--- config.mk ---
export PLATFORM = sky130hd
export DESIGN_NAME = extent_run_stream_decoder_flat
export DESIGN_NICKNAME = d
export VERILOG_FILES = /design/src/design/ers_pkg.sv /design/src/design/ers_in_if.sv /design/src/design/ers_out_if.sv /design/src/design/ers_out_buf.sv /design/src/design/extent_run_stream_decoder.sv /design/src/flat_wrapper.sv
export SDC_FILE = /design/constraint.sdc
export NUM_CORES = 2
export LEC_CHECK = 0
export BUFFER_PORTS_ARGS = -buffer_cell sky130_fd_sc_hd__buf_2
export CAP_MARGIN = 5
export CORE_AREA = 3 3 306 308
export DETAILED_ROUTE_END_ITERATION = 7
export DIE_AREA = 0 0 309 311
export GPL_TIMING_DRIVEN = 0
export PLACE_DENSITY = 0.67
export SYNTH_ARGS = -nofsm -noshare
export SYNTH_HDL_FRONTEND = slang
export SYNTH_SLANG_ARGS = --single-unit
--- constraint.sdc ---
create_clock -name clk -period 64.4 [get_ports clk]
set_clock_uncertainty 0.2 [all_clocks]
set_input_delay 6.44 -clock clk [delete_from_list [all_inputs] [get_ports clk]]
set_output_delay 6.44 -clock clk [all_outputs]
set_load 0.03 [all_outputs]
--- src/design/ers_pkg.sv ---
// Shared types, codes and helpers for the extent run stream decoder.
`timescale 1ns / 1ps
`default_nettype none

package ers_pkg;

  // Default cap on the size of one encoded value, in bytes.
  localparam longint unsigned MaxValueBytesDef = 64'd16777216;

  // Configuration register indexes (byte address 4 * index).
  localparam logic RegPackKind    = 1'b0;
  localparam logic RegHighestKind = 1'b1;

  localparam logic [7:0] PackKindReset    = 8'd1;
  localparam logic [7:0] HighestKindReset = 8'd2;

  // Result status codes.
  localparam logic [2:0] ErrNone       = 3'd0;
  localparam logic [2:0] ErrTruncated  = 3'd1;
  localparam logic [2:0] ErrBeyond     = 3'd2;
  localparam logic [2:0] ErrKind       = 3'd3;
  localparam logic [2:0] ErrEmptyRun   = 3'd4;
  localparam logic [2:0] ErrPackCount  = 3'd5;
  localparam logic [2:0] ErrTrailing   = 3'd6;

  // Field being assembled.
  typedef enum logic [8:0] {
    PhRuns  = 9'b000000001,
    PhKind  = 9'b000000010,
    PhFirst = 9'b000000100,
    PhCount = 9'b000001000,
    PhChunk = 9'b000010000,
    PhLast  = 9'b000100000,
    PhPoff  = 9'b001000000,
    PhCrc   = 9'b010000000,
    PhTrail = 9'b100000000
  } phase_t;

  typedef struct packed {
    logic        extent_valid;
    logic [7:0]  extent_kind;
    logic [63:0] file_id;
    logic [63:0] extent_offset;
    logic [63:0] extent_length;
    logic [31:0] extent_crc;
    logic        value_end;
    logic [2:0]  error_code;
  } result_t;

  // Bytes in the field of a phase.
  function automatic logic [3:0] phase_len(input phase_t ph);
    logic [3:0] len;
    unique case (ph)
      PhRuns:  len = 4'd4;
      PhKind:  len = 4'd1;
      PhCount: len = 4'd4;
      PhCrc:   len = 4'd4;
      default: len = 4'd8;
    endcase
    return len;
  endfunction

endpackage

`default_nettype wire

--- src/design/ers_in_if.sv ---
// Byte input channel of the extent run stream decoder.
`timescale 1ns / 1ps
`default_nettype none

interface ers_in_if;
  logic        valid;
  logic        ready;
  logic [7:0]  data_byte;
  logic [23:0] bytes_after;

  modport source (output valid, output data_byte, output bytes_after, input ready);
  modport sink   (input valid, input data_byte, input bytes_after, output ready);
endinterface

`default_nettype wire

--- src/design/ers_out_if.sv ---
// Extent result channel of the extent run stream decoder.
`timescale 1ns / 1ps
`default_nettype none

interface ers_out_if;
  logic        valid;
  logic        ready;
  logic        extent_valid;
  logic [7:0]  extent_kind;
  logic [63:0] file_id;
  logic [63:0] extent_offset;
  logic [63:0] extent_length;
  logic [31:0] extent_crc;
  logic        value_end;
  logic [2:0]  error_code;

  modport source (output valid, output extent_valid, output extent_kind, output file_id,
                  output extent_offset, output extent_length, output extent_crc,
                  output value_end, output error_code, input ready);
  modport sink   (input valid, input extent_valid, input extent_kind, input file_id,
                  input extent_offset, input extent_length, input extent_crc,
                  input value_end, input error_code, output ready);
endinterface

`default_nettype wire

--- src/design/ers_out_buf.sv ---
// Two-entry result buffer: output register plus skid register.
`timescale 1ns / 1ps
`default_nettype none

module ers_out_buf (
  input  wire logic            clk,
  input  wire logic            rst,
  input  wire logic            push_valid,
  output      logic            push_ready,
  input  wire ers_pkg::result_t push_data,
  output      logic            pop_valid,
  input  wire logic            pop_ready,
  output      ers_pkg::result_t pop_data
);

  logic             main_valid;
  logic             skid_valid;
  ers_pkg::result_t main_data;
  ers_pkg::result_t skid_data;
  logic             push_fire;
  logic             pop_fire;

  assign push_ready = !skid_valid;
  assign push_fire  = push_valid && !skid_valid;
  assign pop_fire   = main_valid && pop_ready;
  assign pop_valid  = main_valid;
  assign pop_data   = main_data;

  always_ff @(posedge clk) begin
    if (rst) begin
      main_valid <= 1'b0;
      skid_valid <= 1'b0;
    end else if (!main_valid || pop_fire) begin
      // Refill the output register, from the skid stage first.
      if (skid_valid) begin
        main_valid <= 1'b1;
        skid_valid <= 1'b0;
      end else begin
        main_valid <= push_fire;
      end
    end else if (push_fire) begin
      skid_valid <= 1'b1;
    end
  end

  always_ff @(posedge clk) begin
    if (!main_valid || pop_fire) begin
      main_data <= skid_valid ? skid_data : push_data;
    end else if (push_fire) begin
      skid_data <= push_data;
    end
  end

endmodule

`default_nettype wire

--- src/design/extent_run_stream_decoder.sv ---
// Top level of the extent run stream decoder: byte parser, registers, result buffer.
`timescale 1ns / 1ps
`default_nettype none

// Channel   Role  Payload                                   Transfer
// bytes     sink  data_byte[8], bytes_after[24]              valid && ready
// extents   src   extent_valid, kind, file_id, offset,       valid && ready
//                 length, crc, value_end, error_code[3]
// APB       cfg   paddr[3], pwdata/prdata[32]                psel && penable && pwrite
//
// One byte is taken every cycle; its field update, checks and result are computed in
// the same cycle and land in the two-entry result buffer, whose skid stage keeps the
// byte side moving while a result waits. bytes.ready drops only while both buffer
// entries are full. Reset is synchronous and returns the parser to the run count
// with both registers at their defaults. A byte yields at most one result.

module extent_run_stream_decoder #(
  parameter longint unsigned MAX_VALUE_BYTES = ers_pkg::MaxValueBytesDef
) (
  input  wire logic        clk,
  input  wire logic        rst,
  ers_in_if.sink           bytes,
  ers_out_if.source        extents,
  input  wire logic        psel,
  input  wire logic        penable,
  input  wire logic        pwrite,
  input  wire logic [2:0]  paddr,
  input  wire logic [31:0] pwdata,
  output      logic [31:0] prdata,
  output      logic        pready
);

  // Largest follower count that counts; larger ones are clamped to it.
  localparam logic [32:0] RemCap = 33'(MAX_VALUE_BYTES - 64'd1);

  // ---------------------------------------------------------------- registers
  logic [7:0] pack_kind_code;
  logic [7:0] highest_kind_code;
  logic       cfg_write;

  assign pready    = 1'b1;
  assign cfg_write = psel && penable && pwrite && pready;

  always_ff @(posedge clk) begin
    if (rst) begin
      pack_kind_code    <= ers_pkg::PackKindReset;
      highest_kind_code <= ers_pkg::HighestKindReset;
    end else if (cfg_write) begin
      // Decode on the word address; byte lanes below it are ignored.
      if (paddr[2] == ers_pkg::RegPackKind) begin
        pack_kind_code <= pwdata[7:0];
      end else begin
        highest_kind_code <= pwdata[7:0];
      end
    end
  end

  always_comb begin
    if (paddr[2] == ers_pkg::RegPackKind) begin
      prdata = {24'd0, pack_kind_code};
    end else begin
      prdata = {24'd0, highest_kind_code};
    end
  end

  // ---------------------------------------------------------------- parser state
  ers_pkg::phase_t phase, phase_next;
  logic [2:0]  byte_in_field, byte_in_field_next;
  logic [63:0] field_shift, field_shift_next;
  logic [31:0] runs_left, runs_left_next;
  logic [7:0]  run_kind, run_kind_next;
  logic [63:0] run_first_id, run_first_id_next;
  logic [31:0] run_count, run_count_next;
  logic [31:0] member_index, member_index_next;
  logic [63:0] full_length, full_length_next;
  logic [63:0] final_length, final_length_next;
  logic [63:0] pack_position, pack_position_next;
  logic        discarding, discarding_next;

  // ---------------------------------------------------------------- datapath
  logic             in_fire;
  logic             buf_ready;
  logic             res_valid;
  ers_pkg::result_t res;
  logic [23:0]      rem;
  logic             rem_zero;
  logic [2:0]       bif_inc;
  logic             field_done;
  logic [63:0]      merged;
  logic [31:0]      v32;
  logic [37:0]      runs_bytes;
  logic [33:0]      crc_bytes;
  logic [32:0]      mi_inc;
  logic             member_last;
  logic             is_pack;

  assign bytes.ready = buf_ready;
  assign in_fire     = bytes.valid && buf_ready;

  assign rem = ({9'd0, bytes.bytes_after} > RemCap) ? RemCap[23:0] : bytes.bytes_after;
  assign rem_zero = (rem == 24'd0);

  assign bif_inc    = byte_in_field + 3'd1;
  assign field_done = (bif_inc == 3'd0) || ({1'b0, bif_inc} >= ers_pkg::phase_len(phase));

  // Drop the new byte into its lane of the field being assembled.
  always_comb begin
    merged = field_shift;
    for (int k = 0; k < 8; k++) begin
      if (byte_in_field == 3'(k)) begin
        merged[8*k +: 8] = field_shift[8*k +: 8] | bytes.data_byte;
      end
    end
  end

  assign v32        = merged[31:0];
  assign runs_bytes = {6'd0, v32} + {1'b0, v32, 5'd0};
  assign crc_bytes  = {v32, 2'b00};
  assign mi_inc     = {1'b0, member_index} + 33'd1;
  assign member_last = !(mi_inc < {1'b0, run_count});
  assign is_pack    = (run_kind == pack_kind_code);

  always_comb begin
    logic close;
    logic [2:0] close_code;
    close      = 1'b0;
    close_code = ers_pkg::ErrNone;

    phase_next         = phase;
    byte_in_field_next = byte_in_field;
    field_shift_next   = field_shift;
    runs_left_next     = runs_left;
    run_kind_next      = run_kind;
    run_first_id_next  = run_first_id;
    run_count_next     = run_count;
    member_index_next  = member_index;
    full_length_next   = full_length;
    final_length_next  = final_length;
    pack_position_next = pack_position;
    discarding_next    = discarding;
    res_valid          = 1'b0;
    res                = '0;

    if (in_fire) begin
      if (discarding) begin
        // Skip the rest of a failed value, then start over.
        if (rem_zero) begin
          discarding_next = 1'b0;
        end
      end else if (phase == ers_pkg::PhTrail) begin
        close      = 1'b1;
        close_code = ers_pkg::ErrTrailing;
      end else if (!field_done) begin
        field_shift_next   = merged;
        byte_in_field_next = bif_inc;
        if (rem_zero) begin
          close      = 1'b1;
          close_code = ers_pkg::ErrTruncated;
        end
      end else begin
        field_shift_next   = '0;
        byte_in_field_next = 3'd0;
        unique case (phase)
          ers_pkg::PhRuns: begin
            runs_left_next = v32;
            if (runs_bytes > {14'd0, rem}) begin
              close      = 1'b1;
              close_code = ers_pkg::ErrBeyond;
            end else if (v32 == 32'd0) begin
              phase_next = ers_pkg::PhTrail;
              if (rem_zero) begin
                close      = 1'b1;
                close_code = ers_pkg::ErrNone;
              end
            end else begin
              phase_next = ers_pkg::PhKind;
            end
          end
          ers_pkg::PhKind: begin
            if (merged[7:0] > highest_kind_code) begin
              close      = 1'b1;
              close_code = ers_pkg::ErrKind;
            end else begin
              run_kind_next = merged[7:0];
              phase_next    = ers_pkg::PhFirst;
            end
          end
          ers_pkg::PhFirst: begin
            run_first_id_next = merged;
            phase_next        = ers_pkg::PhCount;
          end
          ers_pkg::PhCount: begin
            if (v32 == 32'd0) begin
              close      = 1'b1;
              close_code = ers_pkg::ErrEmptyRun;
            end else if (is_pack && v32 != 32'd1) begin
              close      = 1'b1;
              close_code = ers_pkg::ErrPackCount;
            end else if (crc_bytes > {10'd0, rem}) begin
              close      = 1'b1;
              close_code = ers_pkg::ErrBeyond;
            end else begin
              run_count_next    = v32;
              member_index_next = 32'd0;
              phase_next        = ers_pkg::PhChunk;
            end
          end
          ers_pkg::PhChunk: begin
            full_length_next = merged;
            phase_next       = ers_pkg::PhLast;
          end
          ers_pkg::PhLast: begin
            final_length_next = merged;
            phase_next        = ers_pkg::PhPoff;
          end
          ers_pkg::PhPoff: begin
            pack_position_next = merged;
            phase_next         = ers_pkg::PhCrc;
          end
          ers_pkg::PhCrc: begin
            res_valid          = 1'b1;
            res.extent_valid   = 1'b1;
            res.extent_kind    = run_kind;
            res.file_id        = run_first_id + {32'd0, member_index};
            res.extent_offset  = is_pack ? pack_position : 64'd0;
            res.extent_length  = member_last ? final_length : full_length;
            res.extent_crc     = v32;
            member_index_next  = mi_inc[31:0];
            if (member_last) begin
              runs_left_next = runs_left - 32'd1;
              if (runs_left == 32'd1) begin
                phase_next = ers_pkg::PhTrail;
                if (rem_zero) begin
                  // Clean end of the list on its final byte.
                  res.value_end = 1'b1;
                  phase_next    = ers_pkg::PhRuns;
                  runs_left_next     = '0;
                  run_kind_next      = '0;
                  run_first_id_next  = '0;
                  run_count_next     = '0;
                  member_index_next  = '0;
                  full_length_next   = '0;
                  final_length_next  = '0;
                  pack_position_next = '0;
                end
              end else begin
                phase_next = ers_pkg::PhKind;
              end
            end
            if (rem_zero && phase_next != ers_pkg::PhRuns) begin
              close      = 1'b1;
              close_code = ers_pkg::ErrTruncated;
            end
          end
          default: begin
            phase_next = ers_pkg::PhTrail;
          end
        endcase
        // A header field ending the value cuts the list short, bar a zero run count.
        if (rem_zero && !close && phase != ers_pkg::PhCrc) begin
          close      = 1'b1;
          close_code = ers_pkg::ErrTruncated;
        end
      end

      // Close the value: replace any extent, clear the parse, skip what is left.
      if (close) begin
        res_valid          = 1'b1;
        res                = '0;
        res.value_end      = 1'b1;
        res.error_code     = close_code;
        phase_next         = ers_pkg::PhRuns;
        byte_in_field_next = '0;
        field_shift_next   = '0;
        runs_left_next     = '0;
        run_kind_next      = '0;
        run_first_id_next  = '0;
        run_count_next     = '0;
        member_index_next  = '0;
        full_length_next   = '0;
        final_length_next  = '0;
        pack_position_next = '0;
        discarding_next    = !rem_zero;
      end
    end
  end

  always_ff @(posedge clk) begin
    if (rst) begin
      phase         <= ers_pkg::PhRuns;
      byte_in_field <= '0;
      field_shift   <= '0;
      runs_left     <= '0;
      run_kind      <= '0;
      run_first_id  <= '0;
      run_count     <= '0;
      member_index  <= '0;
      full_length   <= '0;
      final_length  <= '0;
      pack_position <= '0;
      discarding    <= 1'b0;
    end else begin
      phase         <= phase_next;
      byte_in_field <= byte_in_field_next;
      field_shift   <= field_shift_next;
      runs_left     <= runs_left_next;
      run_kind      <= run_kind_next;
      run_first_id  <= run_first_id_next;
      run_count     <= run_count_next;
      member_index  <= member_index_next;
      full_length   <= full_length_next;
      final_length  <= final_length_next;
      pack_position <= pack_position_next;
      discarding    <= discarding_next;
    end
  end

  // ---------------------------------------------------------------- result buffer
  ers_pkg::result_t out_data;

  ers_out_buf u_out_buf (
    .clk       (clk),
    .rst       (rst),
    .push_valid(res_valid),
    .push_ready(buf_ready),
    .push_data (res),
    .pop_valid (extents.valid),
    .pop_ready (extents.ready),
    .pop_data  (out_data)
  );

  assign extents.extent_valid  = out_data.extent_valid;
  assign extents.extent_kind   = out_data.extent_kind;
  assign extents.file_id       = out_data.file_id;
  assign extents.extent_offset = out_data.extent_offset;
  assign extents.extent_length = out_data.extent_length;
  assign extents.extent_crc    = out_data.extent_crc;
  assign extents.value_end     = out_data.value_end;
  assign extents.error_code    = out_data.error_code;

  // ---------------------------------------------------------------- assertions
  a_discard_silent: assert property (@(posedge clk) disable iff (rst)
    (in_fire && discarding) |-> !res_valid)
    else $error("result produced while skipping a failed value");

  a_trailing_reported: assert property (@(posedge clk) disable iff (rst)
    (in_fire && !discarding && phase == ers_pkg::PhTrail) |-> (res_valid && res.value_end))
    else $error("byte after a complete list did not close the value");

  a_stall_only_when_full: assert property (@(posedge clk) disable iff (rst)
    !bytes.ready |-> extents.valid)
    else $error("byte side stalled with an empty result register");

  a_error_no_extent: assert property (@(posedge clk) disable iff (rst)
    (extents.valid && extents.error_code != ers_pkg::ErrNone) |->
      (!extents.extent_valid && extents.value_end))
    else $error("error result carries an extent or does not close the value");

endmodule

`default_nettype wire
--- src/flat_wrapper.sv ---
// flat-port wrapper written by rule: the top's interface ports become plain ports
module extent_run_stream_decoder_flat 
#(
  parameter longint unsigned MAX_VALUE_BYTES = ers_pkg::MaxValueBytesDef
)
  (clk, rst, psel, penable, pwrite, paddr, pwdata, prdata, pready, bytes_valid, bytes_data_byte, bytes_bytes_after, bytes_ready, extents_valid, extents_extent_valid, extents_extent_kind, extents_file_id, extents_extent_offset, extents_extent_length, extents_extent_crc, extents_value_end, extents_error_code, extents_ready);
  ers_in_if bytes_i ();
  ers_out_if extents_i ();
  input  wire logic clk;
  input  wire logic rst;
  input  wire logic psel;
  input  wire logic penable;
  input  wire logic pwrite;
  input  wire logic [2:0] paddr;
  input  wire logic [31:0] pwdata;
  output      logic [31:0] prdata;
  output      logic pready;
  input wire logic [$bits(bytes_i.valid)-1:0] bytes_valid;
  input wire logic [$bits(bytes_i.data_byte)-1:0] bytes_data_byte;
  input wire logic [$bits(bytes_i.bytes_after)-1:0] bytes_bytes_after;
  output wire logic [$bits(bytes_i.ready)-1:0] bytes_ready;
  output wire logic [$bits(extents_i.valid)-1:0] extents_valid;
  output wire logic [$bits(extents_i.extent_valid)-1:0] extents_extent_valid;
  output wire logic [$bits(extents_i.extent_kind)-1:0] extents_extent_kind;
  output wire logic [$bits(extents_i.file_id)-1:0] extents_file_id;
  output wire logic [$bits(extents_i.extent_offset)-1:0] extents_extent_offset;
  output wire logic [$bits(extents_i.extent_length)-1:0] extents_extent_length;
  output wire logic [$bits(extents_i.extent_crc)-1:0] extents_extent_crc;
  output wire logic [$bits(extents_i.value_end)-1:0] extents_value_end;
  output wire logic [$bits(extents_i.error_code)-1:0] extents_error_code;
  input wire logic [$bits(extents_i.ready)-1:0] extents_ready;
  assign bytes_i.valid = bytes_valid;
  assign bytes_i.data_byte = bytes_data_byte;
  assign bytes_i.bytes_after = bytes_bytes_after;
  assign bytes_ready = bytes_i.ready;
  assign extents_valid = extents_i.valid;
  assign extents_extent_valid = extents_i.extent_valid;
  assign extents_extent_kind = extents_i.extent_kind;
  assign extents_file_id = extents_i.file_id;
  assign extents_extent_offset = extents_i.extent_offset;
  assign extents_extent_length = extents_i.extent_length;
  assign extents_extent_crc = extents_i.extent_crc;
  assign extents_value_end = extents_i.value_end;
  assign extents_error_code = extents_i.error_code;
  assign extents_i.ready = extents_ready;
  extent_run_stream_decoder #(.MAX_VALUE_BYTES(MAX_VALUE_BYTES)) u_core (.clk(clk), .rst(rst), .bytes(bytes_i), .extents(extents_i), .psel(psel), .penable(penable), .pwrite(pwrite), .paddr(paddr), .pwdata(pwdata), .prdata(prdata), .pready(pready));
endmodule
==> metrics.yaml <==
synthesis:
  synth_area_mm2: 0.0445
  synth_top_area_share_pct: 32.0
  synth_largest_area_cell: "edfxtp_1"
  synth-seq-cells: 929
  synthCells: 4447
  synth_common_cells: "nand2_1 (647), edfxtp_1 (474), dfxtp_1 (455)"
  synthArstFlopShare_pct: 0
  synth_cell_types: 87
  yosysSeqAreaShare_pct: 52.4
  syn_area_per_cell_um2: 10.0
  synthTopCellsByArea: "edfxtp_1 (32%), dfxtp_1 (20%), mux2i_1 (7.9%), nand2_1 (5.5%), ha_1 (4.3%)"
  synthFlopType: "edfxtp_1"
  synth_edf_count: 474
  yosysMostFrequentCell: "nand2_1"
  ys_warn_count: 0
min_path:
  worstHoldPathType: "flop to flop"
  min-delay-start: "u_core.run_count[28]$_SDFFE_PP0P_"
clock_tree:
  postCtsSetupBuffers: 0
  cts_sinks: 929
  htree_num_levels: 3
  clock_latency_ps: 700
  cts_resized: 0
  root_buffer: "clkbuf_16"
  path_clk_slew_ps: 60
  cts_tree: "done"
  cts_hold_buf: 0
  numCtsBuffers: 98
  clockBufferDepth: 3
global_routing:
  grt-ovfl-total: 0
  antenna_found_initial: 3
  grt_max_degree: 75
  grt_pass1_wl_um: 205000
  grt_pass1_vias: 33900
  track_usage_pct: 27.8
sta:
  drv_slew: 0
  min_period_over_period_pct: 24.0
  slew_headroom_pct: 6.49
  fmax_ghz: 0.0646
  setup_viol: 0
  rsz0062_at_grt: "no"
  setup_tns_ps: 0
  hold_viol_final: 0
  tightest_slew_ps: 1400
  fin_crit_ps: 15480
worst_setup_path:
  critPathTopFamily: "compound AO/OA/AOI/OAI gates"
  cp-end-kind: "flop"
  criticalPathCategory: "input pin to flop"
  critPathMaxStageDelay_ps: 810
  cp_max_fo: 36
  start_kind: "input pin"
  reg2reg_from: "u_core.byte_in_field[0]$_SDFFE_PP0P_"
  cp.arrival_ps: 15660
  crit_slowest_cell: "a21oi_1"
  crit_buf_inv: 8
  cp.required_ps: 64580
  crit_start: "bytes_data_byte[1]"
placement:
  hpwlAfterDp_um: 102000
  place_congestion: 1.00
  io_buffers: 293
power_and_ir_drop:
  powerDensity_mw_per_mm2: 32.8
  leakage_nw: 22.3
  fin_total_pwr_mw: 1.68
  ir_worst_vdd_uv: 21.2
die:
  rows: 111
  io_pins: 346
  coreArea_mm2: 0.0914
  die-area_mm2: 0.0961
  start_util_pct: 48.7
  die_w_um: 309
  die_h_um: 311
final_layout:
  area_delta_synth_final_pct: 15.3
  nNetsFinal: 5108
  drive_above_1_share_pct: 12.0
  fin_util_pct: 56.2
detailed_routing:
  via_per_inst: 5.75
  drc: 0
  wl_per_cell_um: 22.3
  wirelength_um: 137000
  drt_first_iter_violations: 3412
  firstDrtPassIters: 6
  ant_nets: 0
  vias: 35400
status:
  outcome: "completed"
run:
  drv_cap: 0
## metrics by stage
step | hold slack, ps | setup slack (ps) | cell area [um^2] | cells
2_1_floorplan | 228 | 31490 | 44600 | 4470
3_3_place_gp | 236 | 6830 | 47600 | 5949
3_5_place_dp | 244 | 48440 | 48000 | 5965
4_1_cts | 253 | 49130 | 51300 | 6150
5_1_grt | 276 | 48730 | 51300 | 6151
6_report | 249 | 48920 | 51300 | 6154
## worst register-to-register path, delay by kind of cell, from the launching register on
kind,cells,cell delay (ps)
compound gates,11,3950
xor+xnor,1,120
fa+ha+maj,3,1090
buf+inv,8,1880
flops,1,480
simple gates,7,1970
## worst paths after layout
| kind | cells after the start | slack [ps] | to |
|---|---|---|---|
| max | 30 | 48920 | u_core.u_out_buf.skid_data[129]$_DFFE_PP_ |
| max reg2reg | 30 | 54360 | u_core.u_out_buf.skid_data[129]$_DFFE_PP_ |
| min | 2 | 250 | u_core.run_count[28]$_SDFFE_PP0P_ |
| min reg2reg | 2 | 250 | u_core.run_count[28]$_SDFFE_PP0P_ |
## layout by cell type (no fill, tap or decap), types with 92 or more instances in the layout
| cell | n |
|---|---|
| buf_2 | 328 |
| dfxtp_1 | 455 |
| o21ai_0 | 273 |
| edfxtp_1 | 474 |
| nor2_1 | 360 |
| nand2_1 | 647 |
| nor3_1 | 92 |
| clkbuf_16 | 100 |
| nand4_1 | 105 |
| mux2i_1 | 352 |
| ha_1 | 153 |
| clkbuf_1 | 207 |
| inv_1 | 161 |
| a21oi_1 | 209 |
## state kept, by name (all words and copies together), names as in the netlist, 32 cells and up
signal                      count
u_core.member_index            32
u_core.run_first_id            64
u_core.u_out_buf.skid_data    237
u_core.full_length             64
u_core.final_length            64
u_core.pack_position           64
u_core.u_out_buf.pop_data     237
u_core.field_shift             64
u_core.run_count               32
u_core.runs_left               32
## kinds of logic after synthesis
kind of cell               Yosys count  synth area share [%]
AOI/OAI and AO/OA                  847                  11.9
muxes                              361                  8.14
DFF                                929                  52.4
other                                2                0.0169
and+or+nand+nor                   1569                  16.1
adders and majority gates          156                  4.41
xor gates and xnor gates           126                  2.48
buffers and inverters              457                  4.51
## per-layer routing
metal  vias to the layer above  global-route usage [%]  wire [um]
met2                      1375                    44.2      62600
met5                         -                       0          0
met4                         0                    13.4       6750
met1                     17100                    37.1      58200
li1                      16700                       -          -
met3                       289                    4.26       9600
## area by class of cell
| type | instances | area, um^2 |
|---|---|---|
| clock inverter | 46 | 562 |
| fill | 8025 | 40000 |
| sequential | 929 | 23300 |
| antenna | 4 | 10.0 |
| multi-input combinational | 3084 | 19300 |
| timing repair buffer | 309 | 1820 |
| clock buffer | 139 | 2820 |
| buffer | 293 | 1390 |
| tap | 1186 | 1480 |
| inverter | 164 | 616 |
## where the power goes
part	switching, mW	total [mW]	leakage, nW	internal (mW)
logic	0.314	0.444	11.4	0.129
clock network	0.246	0.586	1.64	0.340
registers	0.0113	0.654	9.33	0.643
total	0.572	1.68	22.3	1.11
Power figures use the tool's default switching activity.
